**src/sv/lkpm_ram.sv**
```systemverilog
// Generic single-port-write, registered-read RAM.
`default_nettype none
module lkpm_ram #(
    parameter int Width = 8,
    parameter int Depth = 256
) (
    input  wire logic                     clk,
    input  wire logic                     we,
    input  wire logic [$clog2(Depth)-1:0] waddr,
    input  wire logic [Width-1:0]         wdata,
    input  wire logic [$clog2(Depth)-1:0] raddr,
    output logic [Width-1:0]              rdata
);
    logic [Width-1:0] mem [Depth];

    always_ff @(posedge clk)
    begin
        if (we)
        begin
            mem[waddr] <= wdata;
        end
        rdata <= mem[raddr];
    end
endmodule
`default_nettype wire

```
**config.mk**
```make
export PLATFORM = sky130hd
export DESIGN_NAME = lkpm_ram
export DESIGN_NICKNAME = d
export VERILOG_FILES = /design/src/sv/lkpm_ram.sv
export SDC_FILE = /design/constraint.sdc
export NUM_CORES = 2
export LEC_CHECK = 0
export BUFFER_PORTS_ARGS = -buffer_cell sky130_fd_sc_hd__buf_2
export CORE_MARGIN = 2
export CORE_UTILIZATION = 60
export CTS_CLUSTER_SIZE = 10
export DETAILED_ROUTE_END_ITERATION = 16
export PLACE_DENSITY = 0.8
export SETUP_SLACK_MARGIN = 0.02
export SLEW_MARGIN = 20
export SYNTH_ARGS = -nofsm -noshare
export SYNTH_HDL_FRONTEND = slang
export SYNTH_SLANG_ARGS = --single-unit
```
**constraint.sdc**
```tcl
create_clock -name clk -period 3.38 [get_ports clk]
set_input_delay 0.676 -clock clk [delete_from_list [all_inputs] [get_ports clk]]
set_output_delay 0.676 -clock clk [all_outputs]
set_load 0.02 [all_outputs]
```
==> summary.md <==
| Metric | Value |
|---|---|
| Routed via count | `42400` |
| R2R setup slack | `730 ps` |
| CTS root buf | `clkbuf_16` |
| Initial core utilization | `60.5%` |
| Clk_lat worst skew | `870 ps` |
| Top post-synthesis cells by area | `edfxtp_1, mux4_2, mux2i_1` |
| Crit Path Max Fanout | `20` |
| Hold crit path type | `primary input to register` |
| Crit Path Class | `primary input to register` |
| Yosys top cell area share | `77.3%` |
| Clk pin slew, worst setup/hold paths | `50 ps` |
| Lkg Pwr | `29.5 nW` |
| Core Util, Final | `69.7%` |
| Hold_buf cts | `0` |
| Main synth FF type | `edfxtp_1` |
| Clk buf depth | `3` |
| Residual DRC | `0` |
| Worst path slowest cell | `nor3_1` |
| Yosys cell types | `55` |
| Hold EP | `mem[243][1]` |
| Final critical-path share of the clock period | `88.9%` |
| Worst Max-Slew Pin Slew | `1050 ps` |
| Total die area | `136000 µm²` |
| Post-DP HPWL | `124 mm` |
| Hold path start | `wdata[1]` |
| Final Net Count | `4347` |
| Seq/Total Area, Yosys | `77.5%` |
| Vias/cell | `6.92` |
| Hold-critical path depth | `1` |
| Fraction of layout cells with a size suffix above 1 | `30.0%` |
| Slowest Stage Delay on Critical Path | `550 ps` |
| Pins Over Slew Limit | `0` |
| CTS tree | `yes` |
| Worst Path Arrival | `3710 ps` |
| Initial DRC Count | `7502` |
| Gr usage total | `30.7%` |
| Post-CTS sizing | `0` |
| Crit-path most repeated cell | `buf_4` |
| Setup Skew | `44.1 ps` |
| I/O Buffers | `33` |
| Fillers | `7403` |
| Post-CTS Setup Bufs | `0` |
| Cell accounting for the most synthesized area | `edfxtp_1` |
| Top delay family on crit path | `compound AO/OA/AOI/OAI gates` |
| WHS | `474 ps` |
| Total CTS buffers | `224` |
| Buffers & Inverters on Critical Path | `3` |
| Status | `complete, no violations` |
| Die W | `368 µm` |
| Max_cap viols | `0` |
| Asr flop ratio synth | `0%` |
| R2r startpoint | `mem[211][3]` |
| GPL Wtd Cong | `0.901` |
| Worst setup margin | `374 ps` |
| Worst Reg-to-Reg Cells | `6` |
| Synth Register Bits | `2056` |
| Mapped cell area | `79600 µm²` |
| R2r endpoint | `rdata[3]` |
| Num rows | `133` |
| PD cells | `571 nW/µm²` |
| Tot Pwr | `0.0523 W` |
| Pin count of the biggest net entering global routing | `109` |
| RSZ-0062 raised after global routing | `false` |
| Number of synthesized flops with an enable pin | `2048` |
| First-pass GRT wire length | `297 mm` |
| Die Ht | `368 µm` |
| Stages on worst setup path | `9` |
| Fmax | `333 MHz` |
| Syn nets | `3759` |
| Grt ovf | `0` |
| Avg Cell Area, Syn | `21.3 µm²` |
| Crit path cell chain | `buf_8 -> buf_4 -> buf_4 -> mux4_2 -> a22o_1 -> a221oi_1 -> o32ai_1 -> nor3_1 -> nor4_1` |
| Avg WL per Cell | `33.5 µm` |
| Initial antenna violation count | `13` |
| Min Tclk post-route | `3010 ps` |
| Slew HR | `29.0%` |
| Final hold vios | `0` |
| Worst IR Drop VDD | `606 µV` |
| CTS H-tree lvls | `4` |
| Cell count after synthesis | `3733` |
| DP Worst Slack | `-306 ps` |
| Pre-antenna DRT Iters | `5` |
| Final WL | `205 mm` |
| # setup viols final | `0` |
| Required @ worst endpoint | `4090 ps` |
| Core Area | `131000 µm²` |
| TritonCTS Sinks | `2056` |
| Synth warnings | `0` |
| Post-route ant nets | `0` |
| Worst Setup End Kind | `register` |
| CP Launch Type | `primary input` |
| Io pins | `34` |
| Vias in the first global route | `42800` |
| Area delta synth->final | `15.1%` |
[worst reg2reg max path, cell delays in order (launching register included)]
cell	delay (ps)
edfxtp_1	360
mux4_2	470
a22o_1	250
a221oi_1	530
o32ai_1	190
nor3_1	550
nor4_1	150
[report_power, final]
group	leakage, nW	internal (W)	total (W)	switching [W]
registers	18.5	0.0281	0.0282	0.0000589
clock network	2.96	0.0119	0.0213	0.00939
logic	8.05	0.00105	0.00281	0.00176
[sequential cells by signal (all words and copies together) (netlist names)]
register and flops:
rdata 8, mem 2048
[routing by layer]
metal | GRT usage [%] | vias to the layer above | share of wire (%)
met1 | 41.9 | 21700 | 34
met3 | 7.32 | 597 | 13
met4 | 13.1 | 8 | 4.8
li1 | - | 16700 | -
met5 | 0 | - | 0.028
met2 | 48.1 | 3407 | 48
[how the worst max path moves through the flow]
| stage | start | end |
|---|---|---|
| floorplan | raddr[0] | rdata[2] |
| global placement | raddr[0] | rdata[5] |
| detailed placement | raddr[0] | rdata[3] |
| CTS | raddr[0] | rdata[3] |
| global route | raddr[0] | rdata[3] |
| finish | raddr[0] | rdata[3] |
[metrics by stage]
stage,TNS [ps],area (µm²),cells
finish,0,91600,6131
detailed placement,-1430,85400,5850
CTS,0,91600,6122
global placement,-1110,85400,5850
floorplan,0,79600,3733
global route,0,91600,6123
[layout by cell type (no fill, tap or decap), types with 5 or more instances in the layout]
| cell | n |
|---|---|
| nand3_1 | 34 |
| a21oi_1 | 96 |
| nor2_1 | 279 |
| diode_2 | 9 |
| edfxtp_1 | 2048 |
| a22oi_1 | 133 |
| nor2b_1 | 28 |
| clkbuf_1 | 29 |
| o21ai_0 | 10 |
| nand2_1 | 33 |
| nand2b_1 | 8 |
| and2_1 | 6 |
| clkbuf_8 | 8 |
| clkbuf_16 | 225 |
| o211ai_1 | 10 |
| buf_12 | 50 |
| nor3_1 | 22 |
| clkinv_16 | 8 |
| buf_2 | 22 |
| nand4_1 | 10 |
| a211oi_1 | 16 |
| nor4_1 | 24 |
| mux4_2 | 454 |
| o22ai_1 | 28 |
| buf_4 | 513 |
| a22o_1 | 8 |
| mux2i_1 | 134 |
| o221ai_1 | 46 |
| o22a_1 | 5 |
| a221oi_1 | 13 |
| dfxtp_1 | 8 |
[area by class of cell]
type / count / area (µm²) / share of cell area [%]
inverters: 2 / 7.51 / 0.00820
well taps: 1755 / 2200 / 2.40
clock buffers: 254 / 5740 / 6.27
clock inverters: 18 / 379 / 0.414
flip-flops and latches: 2056 / 61700 / 67.3
diodes: 9 / 22.5 / 0.0246
multi-input cells: 1442 / 16500 / 18.0
repair buffers: 595 / 5100 / 5.57
[Yosys cell counts, drive strengths merged (10+ instances only)]
library cell	number
a211oi	16
a21oi	96
a221oi	14
a22oi	133
buf	122
clkbuf	111
edfxtp	2048
mux2i	134
mux4	456
nand2	33
nand3	34
nand4	10
nor2	282
nor2b	31
nor3	22
nor4	27
o211ai	10
o21ai	12
o221ai	47
o22ai	28
[cell families after synthesis]
group	Yosys count	share of synthesized area, %
buffers and inverters	235	1.83
and+or+nand+nor	466	2.63
AOI/OAI and AO/OA	385	3.42
muxes	591	14.6
DFF	2056	77.5
(Power assumes the default switching activity.)
